[src/rtl/bur_pkg.sv]
// ----------------------------------------------------------------------------
// Bounded uniform random unit package
// Types and constants shared by the controller, datapath and top level.
// ----------------------------------------------------------------------------
package bur_pkg;

  localparam int unsigned ValW   = 32;
  localparam int unsigned StateW = 64;

  // Register index, taken from the byte address at an 8-byte pitch.
  typedef enum logic [0:0] {
    REG_SEED_STATE  = 1'b0,
    REG_SEED_STREAM = 1'b1
  } reg_idx_e;

  // Source of the value loaded into the output register.
  typedef enum logic [1:0] {
    RES_ZERO = 2'd0,
    RES_LOW  = 2'd1,
    RES_DRAW = 2'd2,
    RES_MOD  = 2'd3
  } res_sel_e;

  typedef struct packed {
    logic     load_req;
    logic     div_limit;
    logic     draw;
    logic     div_mod;
    logic     load_out;
    res_sel_e res_sel;
  } cmd_t;

  typedef struct packed {
    logic lt;
    logic eq;
    logic full;
    logic gen_busy;
    logic div_busy;
    logic reject;
  } sts_t;

endpackage

[src/rtl/bur_div.sv]
// ----------------------------------------------------------------------------
// Bounded uniform random unit: remainder divider
// Restoring divider, one quotient bit per cycle; only the remainder is kept.
// ----------------------------------------------------------------------------
module bur_div import bur_pkg::*; (
  input  logic            clk_i,
  input  logic            rst_ni,
  input  logic            start_i,
  input  logic [ValW-1:0] dividend_i,
  input  logic [ValW-1:0] divisor_i,
  output logic            busy_o,
  output logic [ValW-1:0] rem_o
);

  localparam int unsigned CntW = $clog2(ValW);

  logic            busy_q, busy_d;
  logic [CntW-1:0] cnt_q, cnt_d;
  logic [ValW-1:0] num_q, num_d;
  logic [ValW-1:0] den_q, den_d;
  logic [ValW-1:0] rem_q, rem_d;
  logic [ValW:0]   trial;
  logic [ValW:0]   diff;

  assign trial = {rem_q, num_q[ValW-1]};
  assign diff  = trial - {1'b0, den_q};

  always_comb begin
    busy_d = busy_q;
    cnt_d  = cnt_q;
    num_d  = num_q;
    den_d  = den_q;
    rem_d  = rem_q;
    if (start_i) begin
      busy_d = 1'b1;
      cnt_d  = '1;
      num_d  = dividend_i;
      den_d  = divisor_i;
      rem_d  = '0;
    end else if (busy_q) begin
      num_d = {num_q[ValW-2:0], 1'b0};
      // Keep the difference when the divisor fits into the partial remainder.
      rem_d = diff[ValW] ? trial[ValW-1:0] : diff[ValW-1:0];
      cnt_d = cnt_q - 1'b1;
      if (cnt_q == '0) begin
        busy_d = 1'b0;
      end
    end
  end

  always_ff @(posedge clk_i or negedge rst_ni) begin
    if (!rst_ni) begin
      busy_q <= 1'b0;
      cnt_q  <= '0;
    end else begin
      busy_q <= busy_d;
      cnt_q  <= cnt_d;
    end
  end

  always_ff @(posedge clk_i) begin
    num_q <= num_d;
    den_q <= den_d;
    rem_q <= rem_d;
  end

  assign busy_o = busy_q;
  assign rem_o  = rem_q;

endmodule

[src/rtl/bur_lcg.sv]
// ----------------------------------------------------------------------------
// Bounded uniform random unit: generator state
// Seed registers, 64-bit LCG state and increment, and a four-step advance
// that forms the low 64 bits of the product with one 32x32 multiplier.
// ----------------------------------------------------------------------------
module bur_lcg import bur_pkg::*; (
  input  logic              clk_i,
  input  logic              rst_ni,
  input  logic              cfg_we_i,
  input  reg_idx_e          cfg_reg_i,
  input  logic [StateW-1:0] cfg_wdata_i,
  input  logic              draw_i,
  output logic [StateW-1:0] state_o,
  output logic              busy_o,
  output logic [StateW-1:0] seed_state_o,
  output logic [StateW-1:0] seed_stream_o
);

  localparam logic [StateW-1:0] LcgMult = 64'h5851_F42D_4C95_7F2D;

  localparam logic [1:0] StepLow   = 2'd0;
  localparam logic [1:0] StepCrossA = 2'd1;
  localparam logic [1:0] StepCrossB = 2'd2;
  localparam logic [1:0] StepAddInc = 2'd3;

  logic [StateW-1:0] seed_state_q, seed_state_d;
  logic [StateW-1:0] seed_stream_q, seed_stream_d;
  logic [StateW-1:0] state_q, state_d;
  logic [StateW-1:0] inc_q, inc_d;
  logic [StateW-1:0] acc_q, acc_d;
  logic [1:0]        step_q, step_d;
  logic              busy_q, busy_d;
  logic [ValW-1:0]   mul_a, mul_b;
  logic [StateW-1:0] prod;

  assign mul_a = (step_q == StepCrossA) ? state_q[StateW-1:ValW] : state_q[ValW-1:0];
  assign mul_b = (step_q == StepCrossB) ? LcgMult[StateW-1:ValW] : LcgMult[ValW-1:0];
  assign prod  = mul_a * mul_b;

  always_comb begin
    seed_state_d  = seed_state_q;
    seed_stream_d = seed_stream_q;
    state_d       = state_q;
    inc_d         = inc_q;
    acc_d         = acc_q;
    step_d        = step_q;
    busy_d        = busy_q;
    if (cfg_we_i) begin
      if (cfg_reg_i == REG_SEED_STATE) begin
        seed_state_d = cfg_wdata_i;
      end else begin
        seed_stream_d = cfg_wdata_i;
      end
      // Advancing from zero yields the increment, so the first seeding step
      // collapses to a single add; the second advance runs below.
      inc_d   = {seed_stream_d[StateW-2:0], 1'b1};
      state_d = inc_d + seed_state_d;
      step_d  = StepLow;
      busy_d  = 1'b1;
    end else if (draw_i) begin
      step_d = StepLow;
      busy_d = 1'b1;
    end else if (busy_q) begin
      step_d = step_q + 1'b1;
      case (step_q)
        StepLow: begin
          acc_d = prod;
        end
        StepCrossA, StepCrossB: begin
          acc_d = {acc_q[StateW-1:ValW] + prod[ValW-1:0], acc_q[ValW-1:0]};
        end
        StepAddInc: begin
          state_d = acc_q + inc_q;
          busy_d  = 1'b0;
        end
        default: begin
          busy_d = 1'b0;
        end
      endcase
    end
  end

  // Reset leaves the seeding of zero registers half done: state = increment = 1.
  always_ff @(posedge clk_i or negedge rst_ni) begin
    if (!rst_ni) begin
      seed_state_q  <= '0;
      seed_stream_q <= '0;
      state_q       <= StateW'(1);
      inc_q         <= StateW'(1);
      step_q        <= StepLow;
      busy_q        <= 1'b1;
    end else begin
      seed_state_q  <= seed_state_d;
      seed_stream_q <= seed_stream_d;
      state_q       <= state_d;
      inc_q         <= inc_d;
      step_q        <= step_d;
      busy_q        <= busy_d;
    end
  end

  always_ff @(posedge clk_i) begin
    acc_q <= acc_d;
  end

  assign state_o       = state_q;
  assign busy_o        = busy_q;
  assign seed_state_o  = seed_state_q;
  assign seed_stream_o = seed_stream_q;

endmodule

[src/rtl/bur_dp.sv]
// ----------------------------------------------------------------------------
// Bounded uniform random unit: datapath
// Request operands, range classification, output permutation, rejection
// compare and result register, around the generator and the divider.
// ----------------------------------------------------------------------------
module bur_dp import bur_pkg::*; (
  input  logic              clk_i,
  input  logic              rst_ni,
  input  cmd_t              cmd_i,
  output sts_t              sts_o,
  input  logic [ValW-1:0]   range_low_i,
  input  logic [ValW-1:0]   range_high_i,
  output logic [ValW-1:0]   random_value_o,
  input  logic              cfg_we_i,
  input  reg_idx_e          cfg_reg_i,
  input  logic [StateW-1:0] cfg_wdata_i,
  output logic [StateW-1:0] seed_state_o,
  output logic [StateW-1:0] seed_stream_o
);

  // XSH-RR: xorshift high bits, then rotate right by the top five bits.
  function automatic logic [ValW-1:0] pcg_output(input logic [StateW-1:0] s);
    logic [StateW-1:0] mixed;
    logic [ValW-1:0]   xs;
    logic [4:0]        rot;
    logic [2*ValW-1:0] dbl;
    mixed = s ^ (s >> 18);
    xs    = mixed[58:27];
    rot   = s[63:59];
    dbl   = {xs, xs} >> rot;
    return dbl[ValW-1:0];
  endfunction

  logic [ValW-1:0]   low_q, high_q;
  logic [ValW-1:0]   n_q;
  logic [ValW-1:0]   out_q;
  logic [ValW-1:0]   span;
  logic [ValW-1:0]   div_num;
  logic [ValW-1:0]   rem;
  logic [ValW-1:0]   res;
  logic [StateW-1:0] lcg_state;
  logic              gen_busy;
  logic              div_busy;

  bur_lcg u_lcg (
    .clk_i         (clk_i),
    .rst_ni        (rst_ni),
    .cfg_we_i      (cfg_we_i),
    .cfg_reg_i     (cfg_reg_i),
    .cfg_wdata_i   (cfg_wdata_i),
    .draw_i        (cmd_i.draw),
    .state_o       (lcg_state),
    .busy_o        (gen_busy),
    .seed_state_o  (seed_state_o),
    .seed_stream_o (seed_stream_o)
  );

  assign div_num = cmd_i.div_limit ? '1 : n_q;

  bur_div u_div (
    .clk_i      (clk_i),
    .rst_ni     (rst_ni),
    .start_i    (cmd_i.div_limit | cmd_i.div_mod),
    .dividend_i (div_num),
    .divisor_i  (span),
    .busy_o     (div_busy),
    .rem_o      (rem)
  );

  assign span = high_q - low_q + 1'b1;

  always_comb begin
    sts_o.lt       = high_q < low_q;
    sts_o.eq       = high_q == low_q;
    sts_o.full     = span == '0;
    sts_o.gen_busy = gen_busy;
    sts_o.div_busy = div_busy;
    // After the limit division the remainder r gives the limit ~r.
    sts_o.reject   = n_q >= ~rem;
  end

  always_comb begin
    case (cmd_i.res_sel)
      RES_ZERO: res = '0;
      RES_LOW:  res = low_q;
      RES_DRAW: res = n_q;
      RES_MOD:  res = low_q + rem;
      default:  res = '0;
    endcase
  end

  always_ff @(posedge clk_i) begin
    if (cmd_i.load_req) begin
      low_q  <= range_low_i;
      high_q <= range_high_i;
    end
    if (cmd_i.draw) begin
      n_q <= pcg_output(lcg_state);
    end
    if (cmd_i.load_out) begin
      out_q <= res;
    end
  end

  assign random_value_o = out_q;

endmodule

[src/rtl/bur_ctrl.sv]
// ----------------------------------------------------------------------------
// Bounded uniform random unit: controller
// Sequences classification, limit division, draws with rejection, the
// final modulo division and the hand-off to the output register.
// ----------------------------------------------------------------------------
module bur_ctrl import bur_pkg::*; (
  input  logic clk_i,
  input  logic rst_ni,
  input  logic s_tvalid_i,
  output logic s_tready_o,
  output logic m_tvalid_o,
  input  logic m_tready_i,
  input  logic cfg_wr_i,
  input  sts_t sts_i,
  output cmd_t cmd_o
);

  typedef enum logic [5:0] {
    ST_IDLE    = 6'b000001,
    ST_CLASS   = 6'b000010,
    ST_DRAW    = 6'b000100,
    ST_LIMWAIT = 6'b001000,
    ST_MODWAIT = 6'b010000,
    ST_DONE    = 6'b100000
  } state_e;

  state_e   state_q, state_d;
  res_sel_e res_sel_q, res_sel_d;
  logic     out_valid_q, out_valid_d;

  // No request is taken in the cycle a register write reseeds the generator.
  assign s_tready_o = (state_q == ST_IDLE) && !cfg_wr_i;

  always_comb begin
    state_d         = state_q;
    res_sel_d       = res_sel_q;
    cmd_o           = '0;
    cmd_o.res_sel   = res_sel_q;
    out_valid_d     = out_valid_q && !m_tready_i;
    case (state_q)
      ST_IDLE: begin
        if (s_tvalid_i && s_tready_o) begin
          cmd_o.load_req = 1'b1;
          state_d        = ST_CLASS;
        end
      end
      ST_CLASS: begin
        if (sts_i.lt) begin
          res_sel_d = RES_ZERO;
          state_d   = ST_DONE;
        end else if (sts_i.eq) begin
          res_sel_d = RES_LOW;
          state_d   = ST_DONE;
        end else begin
          cmd_o.div_limit = !sts_i.full;
          state_d         = ST_DRAW;
        end
      end
      ST_DRAW: begin
        if (!sts_i.gen_busy) begin
          cmd_o.draw = 1'b1;
          if (sts_i.full) begin
            res_sel_d = RES_DRAW;
            state_d   = ST_DONE;
          end else begin
            state_d = ST_LIMWAIT;
          end
        end
      end
      ST_LIMWAIT: begin
        if (!sts_i.div_busy) begin
          if (sts_i.reject) begin
            state_d = ST_DRAW;
          end else begin
            cmd_o.div_mod = 1'b1;
            state_d       = ST_MODWAIT;
          end
        end
      end
      ST_MODWAIT: begin
        if (!sts_i.div_busy) begin
          res_sel_d = RES_MOD;
          state_d   = ST_DONE;
        end
      end
      ST_DONE: begin
        if (!out_valid_q || m_tready_i) begin
          cmd_o.load_out = 1'b1;
          out_valid_d    = 1'b1;
          state_d        = ST_IDLE;
        end
      end
      default: begin
        state_d = ST_IDLE;
      end
    endcase
  end

  always_ff @(posedge clk_i or negedge rst_ni) begin
    if (!rst_ni) begin
      state_q     <= ST_IDLE;
      res_sel_q   <= RES_ZERO;
      out_valid_q <= 1'b0;
    end else begin
      state_q     <= state_d;
      res_sel_q   <= res_sel_d;
      out_valid_q <= out_valid_d;
    end
  end

  assign m_tvalid_o = out_valid_q;

endmodule

[src/rtl/bounded_uniform_random_unit.sv]
// ----------------------------------------------------------------------------
// Bounded uniform random unit
// Returns one uniformly distributed 32-bit value per range request.
// ----------------------------------------------------------------------------
// A request names an inclusive range [range_low, range_high]; one value comes
// back per request, in order. Requests are handled one at a time. An empty
// range (high below low) returns 0 and an equal range returns the bound. The
// full 32-bit range returns one raw PCG32 output. Any other range takes two
// remainder divisions by the range size (the rejection limit, then the final
// modulo) in a bit-serial divider, with the generator draw running beside the
// first division. A rejected draw is followed by a new draw; each rejected
// draw after the first waits for the four-step state advance on the shared
// 32x32 multiplier. The controller returns to idle when the output register
// is loaded, and the next request can be accepted from there. A register
// write reseeds the generator, as does reset; a request that needs a draw
// waits for that to finish. A finished value waits in the output register
// while the next request is taken.
module bounded_uniform_random_unit import bur_pkg::*; (
  input  logic              clk_i,
  input  logic              rst_ni,
  // Requests.
  input  logic              s_axis_tvalid,
  output logic              s_axis_tready,
  input  logic [63:0]       s_axis_tdata,  // [31:0] range_low, [63:32] range_high
  // Results.
  output logic              m_axis_tvalid,
  input  logic              m_axis_tready,
  output logic [31:0]       m_axis_tdata,  // [31:0] random_value
  // Register port: seed_state at 0x0, seed_stream at 0x8.
  input  logic              psel,
  input  logic              penable,
  input  logic              pwrite,
  input  logic [3:0]        paddr,
  input  logic [63:0]       pwdata,
  output logic [63:0]       prdata,
  output logic              pready
);

  cmd_t              cmd;
  sts_t              sts;
  logic              cfg_wr;
  reg_idx_e          cfg_reg;
  logic [StateW-1:0] seed_state;
  logic [StateW-1:0] seed_stream;

  assign pready  = 1'b1;
  assign cfg_wr  = psel && penable && pwrite && pready;
  assign cfg_reg = reg_idx_e'(paddr[3]);
  assign prdata  = (cfg_reg == REG_SEED_STATE) ? seed_state : seed_stream;

  bur_ctrl u_ctrl (
    .clk_i      (clk_i),
    .rst_ni     (rst_ni),
    .s_tvalid_i (s_axis_tvalid),
    .s_tready_o (s_axis_tready),
    .m_tvalid_o (m_axis_tvalid),
    .m_tready_i (m_axis_tready),
    .cfg_wr_i   (cfg_wr),
    .sts_i      (sts),
    .cmd_o      (cmd)
  );

  bur_dp u_dp (
    .clk_i          (clk_i),
    .rst_ni         (rst_ni),
    .cmd_i          (cmd),
    .sts_o          (sts),
    .range_low_i    (s_axis_tdata[31:0]),
    .range_high_i   (s_axis_tdata[63:32]),
    .random_value_o (m_axis_tdata),
    .cfg_we_i       (cfg_wr),
    .cfg_reg_i      (cfg_reg),
    .cfg_wdata_i    (pwdata),
    .seed_state_o   (seed_state),
    .seed_stream_o  (seed_stream)
  );

endmodule

[config.mk]
export PLATFORM = sky130hd
export DESIGN_NAME = bounded_uniform_random_unit
export DESIGN_NICKNAME = d
export VERILOG_FILES = /design/src/rtl/bur_pkg.sv /design/src/rtl/bur_div.sv /design/src/rtl/bur_lcg.sv /design/src/rtl/bur_dp.sv /design/src/rtl/bur_ctrl.sv /design/src/rtl/bounded_uniform_random_unit.sv
export SDC_FILE = /design/constraint.sdc
export NUM_CORES = 2
export LEC_CHECK = 0
export ABC_CLOCK_PERIOD_IN_PS = 12500
export BUFFER_PORTS_ARGS = -buffer_cell sky130_fd_sc_hd__buf_2
export CORE_ASPECT_RATIO = 0.75
export CORE_MARGIN = 2
export CORE_UTILIZATION = 40
export DETAILED_ROUTE_END_ITERATION = 8
export SLEW_MARGIN = 20
export SYNTH_ARGS = -nofsm -noshare
export SYNTH_HDL_FRONTEND = slang
export SYNTH_SLANG_ARGS = --single-unit
export TNS_END_PERCENT = 10
[constraint.sdc]
create_clock -name clk_i -period 12.5 [get_ports clk_i]
set_clock_uncertainty 0.1 [all_clocks]
set_input_delay 0.625 -clock clk_i [delete_from_list [all_inputs] [get_ports clk_i]]
set_output_delay 0.625 -clock clk_i [all_outputs]
set_load 0.1 [all_outputs]
Word-level counts from Yosys, hierarchy flattened
Index checks and enable logic that the tools add are counted.
{"block": "word_totals", "ff_bits": 498, "latch_bits": 0, "ram_bits": 0, "romBits": 0, "input_bits": 139, "output_inout_bits": 99, "elab_cells": 147, "memories": 0}
{"block": "classes", "addsub": 9, "n_mul": 1, "n_div": 0, "magnitude_cmp": 2, "n_eq_ne": 22, "shift": 1, "muxes": 59, "n_bitwise": 6, "n_reduce_logical": 27}
{"operator": "$mux W64", "n": 9}
{"operator": "$mux W32", "n": 5}
{"operator": "$add A64 B64 Y64", "n": 2}
{"operator": "$pmux W32 S4", "n": 1}
{"operator": "$pmux W64 S2", "n": 1}
{"operator": "$add A32 B32 Y32", "n": 2}
{"operator": "$shr A64 B5 Y32", "n": 1}
{"operator": "$mul A32 B31 Y63", "n": 1}
{"operator": "$xor A59 B46 Y59", "n": 1}
{"operator": "$mux W6", "n": 8}
{"operator": "$pmux W6 S6", "n": 1}
{"operator": "$sub A33 B32 Y33", "n": 1}
{"operator": "$add A32 B1 Y32 const B", "n": 1}
{"operator": "$eq A32 B32 Y1", "n": 1}
{"operator": "$ge A32 B32 Y1", "n": 1}
{"operator": "$logic_not A32 Y1", "n": 1}
{"operator": "$lt A32 B32 Y1", "n": 1}
{"operator": "$not A32 Y32", "n": 1}
{"operator": "$sub A32 B32 Y32", "n": 1}
{"operator": "$mux W29", "n": 1}
{"operator": "$mux W1", "n": 21}
{"operator": "$mux W2", "n": 8}
{"operator": "$mux W5", "n": 3}
{"operator": "$reduce_and A5 Y1", "n": 3}
{"operator": "27 further kinds", "n": 51}

Longest topological paths before layout
{"block": "logic_depth", "ltp_word": 9, "mapped_depth": 44, "mapped_depth_nobuf": 43}

Cells and area by module
From an unflattened synthesis, not the netlist that was laid out.
{"block": "hier_totals", "cells_unflattened": 6436, "hier_area_um2": 62456.2}
{"mod": "bur_lcg", "n_inst": 1, "cells_per_inst": 4446, "area_per_inst_um2": 43110.1, "seq_area_each_um2": 6804.0}
{"mod": "bur_dp", "n_inst": 1, "cells_per_inst": 1251, "area_per_inst_um2": 11621.1, "seq_area_each_um2": 3843.7}
{"mod": "bur_div", "n_inst": 1, "cells_per_inst": 607, "area_per_inst_um2": 6102.1, "seq_area_each_um2": 2712.6}
{"mod": "bounded_uniform_random_unit", "n_inst": 1, "cells_per_inst": 74, "area_per_inst_um2": 1094.8, "seq_area_each_um2": 0.0}
{"mod": "bur_ctrl", "n_inst": 1, "cells_per_inst": 58, "area_per_inst_um2": 528.0, "seq_area_each_um2": 226.5}

Least setup slack after synthesis
No wires, ideal clock.
{"block": "synth_timing", "path_type": "register to register", "from": "register u_dp.u_lcg.step_q[1]", "to": "register u_dp.u_lcg.acc_q[63], data pin", "setup_time_ns": 0.255, "t_arrival_ns": 9.554, "required_time_ns": 12.145, "setup_slack_ns": 2.591, "stages_incl_launch_ff": 42, "n_path_buf": 2, "synth_period_minus_slack_ns": 9.909, "cell_sequence": "dfrtp_1 inv_1 ha_1 buf_4 clkbuf_1 mux2i_1 inv_1 nand2_1 fa_1 fa_1 inv_1 fa_1 ha_1 fa_1 inv_1 fa_1 inv_1 fa_1 [6 not listed] nor2_1 o21ai_0 a21o_1 a21oi_1 xnor2_1 ha_1 a21o_1 a21o_1 a21o_1 a21o_1 a21o_1 a21oi_1 nor2b_1 a311oi_1 o21ai_0 xor2_1 xnor2_1 and2_1"}
{"block": "synth_between", "elab_chain_len": 5, "word_cells_on_any_way": 9, "classes_between": "add/sub: 1; mul: 1; eq/ne: 2; mux: 3; reduce/logical: 2"}
{"item": "from (decl)", "line": "bur_lcg.sv:31", "text": "logic [1:0] step_q, step_d;"}
{"item": "from (signal assigned)", "line": "bur_lcg.sv:90", "text": "step_q <= StepLow;"}
{"item": "from (signal assigned)", "line": "bur_lcg.sv:97", "text": "step_q <= step_d;"}
{"item": "$eq A2 B1 Y1 or $eq A2 B2 Y1 (tied branches)", "line": "bur_lcg.sv:36, bur_lcg.sv:65, bur_lcg.sv:37"}
{"item": "$mux W32 or $mux W29 (tied branches)", "line": "bur_lcg.sv:36, bur_lcg.sv:37"}
{"item": "$mul A32 B31 Y63", "line": "bur_lcg.sv:38", "text": "assign prod = mul_a * mul_b;"}
{"item": "$add A32 B32 Y32", "line": "bur_lcg.sv:70", "text": "acc_d = {acc_q[StateW-1:ValW] + prod[ValW-1:0], acc_q[ValW-1:0]};"}
{"item": "$pmux W64 S2 *", "line": "bur_lcg.sv:65", "text": "case (step_q)"}
{"item": "to (signal assigned)", "line": "bur_lcg.sv:103", "text": "acc_q <= acc_d;"}
{"item": "to (decl)", "line": "bur_lcg.sv:30", "text": "logic [StateW-1:0] acc_q, acc_d;"}
Every way passes the cells marked *; elsewhere a longest branch is shown, timed or not. The select of a mux whose other input is x is not followed.
A chain may end at the register's enable or synchronous reset.

Worst setup path after layout
Same ends and word-level chain as after synthesis.

==> results.ini <==
[status]
status=complete, no violations

[clock_network]
cts_setup_buffers=0
path_clk_slew_ns=0.06
root_buffer=clkbuf_16
cts_tree=built
clock-sinks=498
htree_levels=2
hold_buffers=59
clk_latency_ns=0.69
cts_resized=0
numCtsBuffers=60
cts_buffer_depth=3

[worst_setup_path]
crit_end=u_dp.u_lcg.acc_q[63]$_SDFFCE_PP0P_
critPathKind=flip-flop to flip-flop
timing.rr.end=u_dp.u_lcg.acc_q[63]$_SDFFCE_PP0P_
crit_path_start_kind=flip-flop
slowest_stage=nor3_1
worst_path_most_repeated_cell=inv_1
r2r_cells=44
critPathArrivalTime_ns=11.72
slowest_delay_ns=0.59
crit_start=u_dp.u_lcg.step_q[1]$_DFFE_PN0P_
rrSetupSlack_ns=1.11
worstSetupEndpointType=flip-flop
cp_max_fo=17
critPathRequiredTime_ns=12.83
r2r_start=u_dp.u_lcg.step_q[1]$_DFFE_PN0P_

[synth]
ys_ff_latch=498
seq_area_frac_synth=0.224
synth_xor_area_frac=0.0450
post_synth_num_cell_types=98
synth_compound_area_frac=0.134
syn_inst=6489
synth_top_area_cell=fa_1
synth_top_cell_area_share=0.186
synth_async_sr_flop_share=0.422
synthSimpleGateAreaFrac=0.119
synthAdderAreaFrac=0.343
synth.area.top_cells=fa_1 19%, ha_1 16%, edfxtp_1 13%, dfrtp_1 8.5%, inv_1 5.2%
yosys_warnings=0
synth-edff-count=256
synth_top_family_by_area=adder cells
synthMuxAreaShare=0.0679
synth_area_per_cell_um2=9.36
synth-main-ff-cell=edfxtp_1
netlist_area_um2=60800

[die]
die-area_um2=155000
die_w_um=454
ios=238
die_height_um=342
start_util=0.404
core_um2=150000
num_rows=123

[global_route]
met2_usage=0.374
antenna_found_initial=3
grt_pass1_vias=48300
use_met1=0.347
track_usage=0.248
top_usage_layer=met2
grt_overflow_total=0
use_met3=0.0735
grt_pass1_wl_um=294000
grt_max_degree=105

[detailed_routing]
drc=0
drtIter0Drc=3985
vias=48100
ant_nets=0
wirelength_um=192000
firstDrtPassIters=5
routedWlPerCell_um=22.0
via_per_inst=5.49

[hold_path]
hold_path.class=primary input to flip-flop

[final_layout]
area_delta_synth_final_pct=10.1
fillers=14500
layout-drive-gt1-share=0.105
nets=8162

[sta]
final-max-slew-violation-count=0
finalSetupViolations=0
period_share=0.911
fmax_mhz=87.8
setup_tns_ns=0
rsz0062_at_grt=false
worst_pin_slew_ns=1.10
min_period_ns=11.39
maxSlewHeadroom=0.250
hold_violations=0

[placed_design]
place_congestion=0.980
dp_hpwl_um=157000
place.port_buffers=233

[run]
maxCapViolCount=0

==> per-layer routing <==
metal | routed length (µm) | up-vias | share of wire
met4 | 4950 | 4 | 0.026
li1 | - | 22600 | -
met1 | 86300 | 23600 | 0.45
met3 | 17800 | 236 | 0.093
met2 | 82900 | 1581 | 0.43
met5 | 103 | - | 0.00054
==> cells in the final DEF, fill, tap and decap left out, types with 13 or more instances in the layout <==
cell           instances
inv_1                839
nand2_1              768
ha_1                 757
fa_1                 565
a21oi_1              389
nor2_1               340
o21ai_0              298
edfxtp_1             256
buf_2                231
mux2_2               214
dfrtp_1              205
xnor2_1              185
a21o_1               172
mux2i_1              136
xor2_1               127
nand3_1              101
nor2b_1               79
buf_4                 78
nor3_1                71
clkbuf_16             61
dlygate4sd3_1         59
a211oi_1              58
a31oi_1               54
nand4_1               53
nand2b_1              47
o21bai_1              42
o211ai_1              37
dfxtp_1               32
o21a_1                29
and3_1                24
and2_1                21
o31ai_1               20
nor4_1                19
or3_1                 18
a22oi_1               17
mux4_2                15
or2_2                 14
nor3b_1               13
a311oi_1              13
a31oi_2               13
==> worst max-delay path: cells and delay by family, from the launching register on <==
family	cells	cell delay (ns)
DFF	1	0.43
AOI/OAI and AO/OA	12	2.50
muxes	1	0.49
adders and majority gates	11	4.59
buffers and inverters	10	1.13
xor gates and xnor gates	3	0.44
and+or+nand+nor	7	1.41
==> worst min path at each step <==
| stage | startpoint | end | slack [ns] | cells after the start |
|---|---|---|---|---|
| final | s_axis_tdata[29] | u_dp.low_q[29]$_DFFE_PP_ | 0.04 | 1 |
| after global routing | s_axis_tdata[36] | u_dp.high_q[4]$_DFFE_PP_ | 0.01 | 1 |
| after CTS | s_axis_tdata[36] | u_dp.high_q[4]$_DFFE_PP_ | 0.0005 | 1 |
| after detailed placement | u_dp.u_lcg.seed_state_o[33]$_DFFE_PN0P_ | u_dp.u_lcg.seed_state_o[33]$_DFFE_PN0P_ | 0.38 | 2 |
| after global placement | u_dp.u_lcg.seed_state_o[58]$_DFFE_PN0P_ | u_dp.u_lcg.seed_state_o[58]$_DFFE_PN0P_ | 0.37 | 2 |
| after floorplan | rst_ni | u_ctrl.m_tvalid_o$_DFF_PN0_ | 0.23 | 0 |
==> logic make-up (layout without fill, tap and decap cells) <==
| family | after synthesis | in the layout |
|---|---|---|
| AOI/OAI and AO/OA | 1289 | 1289 |
| xor gates and xnor gates | 312 | 312 |
| adders and majority gates | 1326 | 1326 |
| buffers and inverters | 1074 | 1328 |
| DFF | 498 | 498 |
| muxes | 366 | 366 |
| other | 2 | 11 |
| and+or+nand+nor | 1622 | 1622 |
==> per-stage QoR <==
step,setup slack (ns),hold WS (ns),utilization,area [µm²],std cells
global route,0.523,0.0127,0.445,66900,8750
finish,1.11,0.0363,0.445,66900,8752
floorplan,2.59,0.229,-,60800,6495
global placement,1.29,0.370,0.427,64200,8576
CTS,1.17,0.000515,0.445,66900,8748
detailed placement,1.24,0.379,0.427,64200,8576
==> synth_stat cells, drive strengths merged (67+ instances only) <==
cell type	n
inv	841
edfxtp	256
dfrtp	207
nand3	102
o21ai	309
ha	760
nor2b	81
xnor2	185
mux2i	136
nand2	769
a31oi	67
a21o	172
a21oi	391
xor2	127
mux2	215
nor3	71
clkbuf	184
fa	565
nor2	345
==> flip-flops by register name, summed over array words and instances (netlist names), 64 cells and up <==
register and cells:
u_dp.u_lcg.acc_q 64, u_dp.u_lcg.seed_state_o 64, u_dp.u_lcg.seed_stream_o 64, u_dp.u_lcg.state_o 64
==> layout make-up <==
cell class,instances,area (µm²),share of cell area
Multi-Input combinational cell,4923,43200,0.645
Sequential cell,498,13600,0.203
Inverter,843,3160,0.0473
Tap cell,2000,2500,0.0374
Timing Repair Buffer,372,2400,0.0358
Clock buffer,80,1670,0.0249
Clock inverter,33,403,0.00602
Antenna cell,3,7.51,0.000112
Power is not shown: default switching activity piles up to over one toggle a cycle in this logic, so the estimate is an artifact.
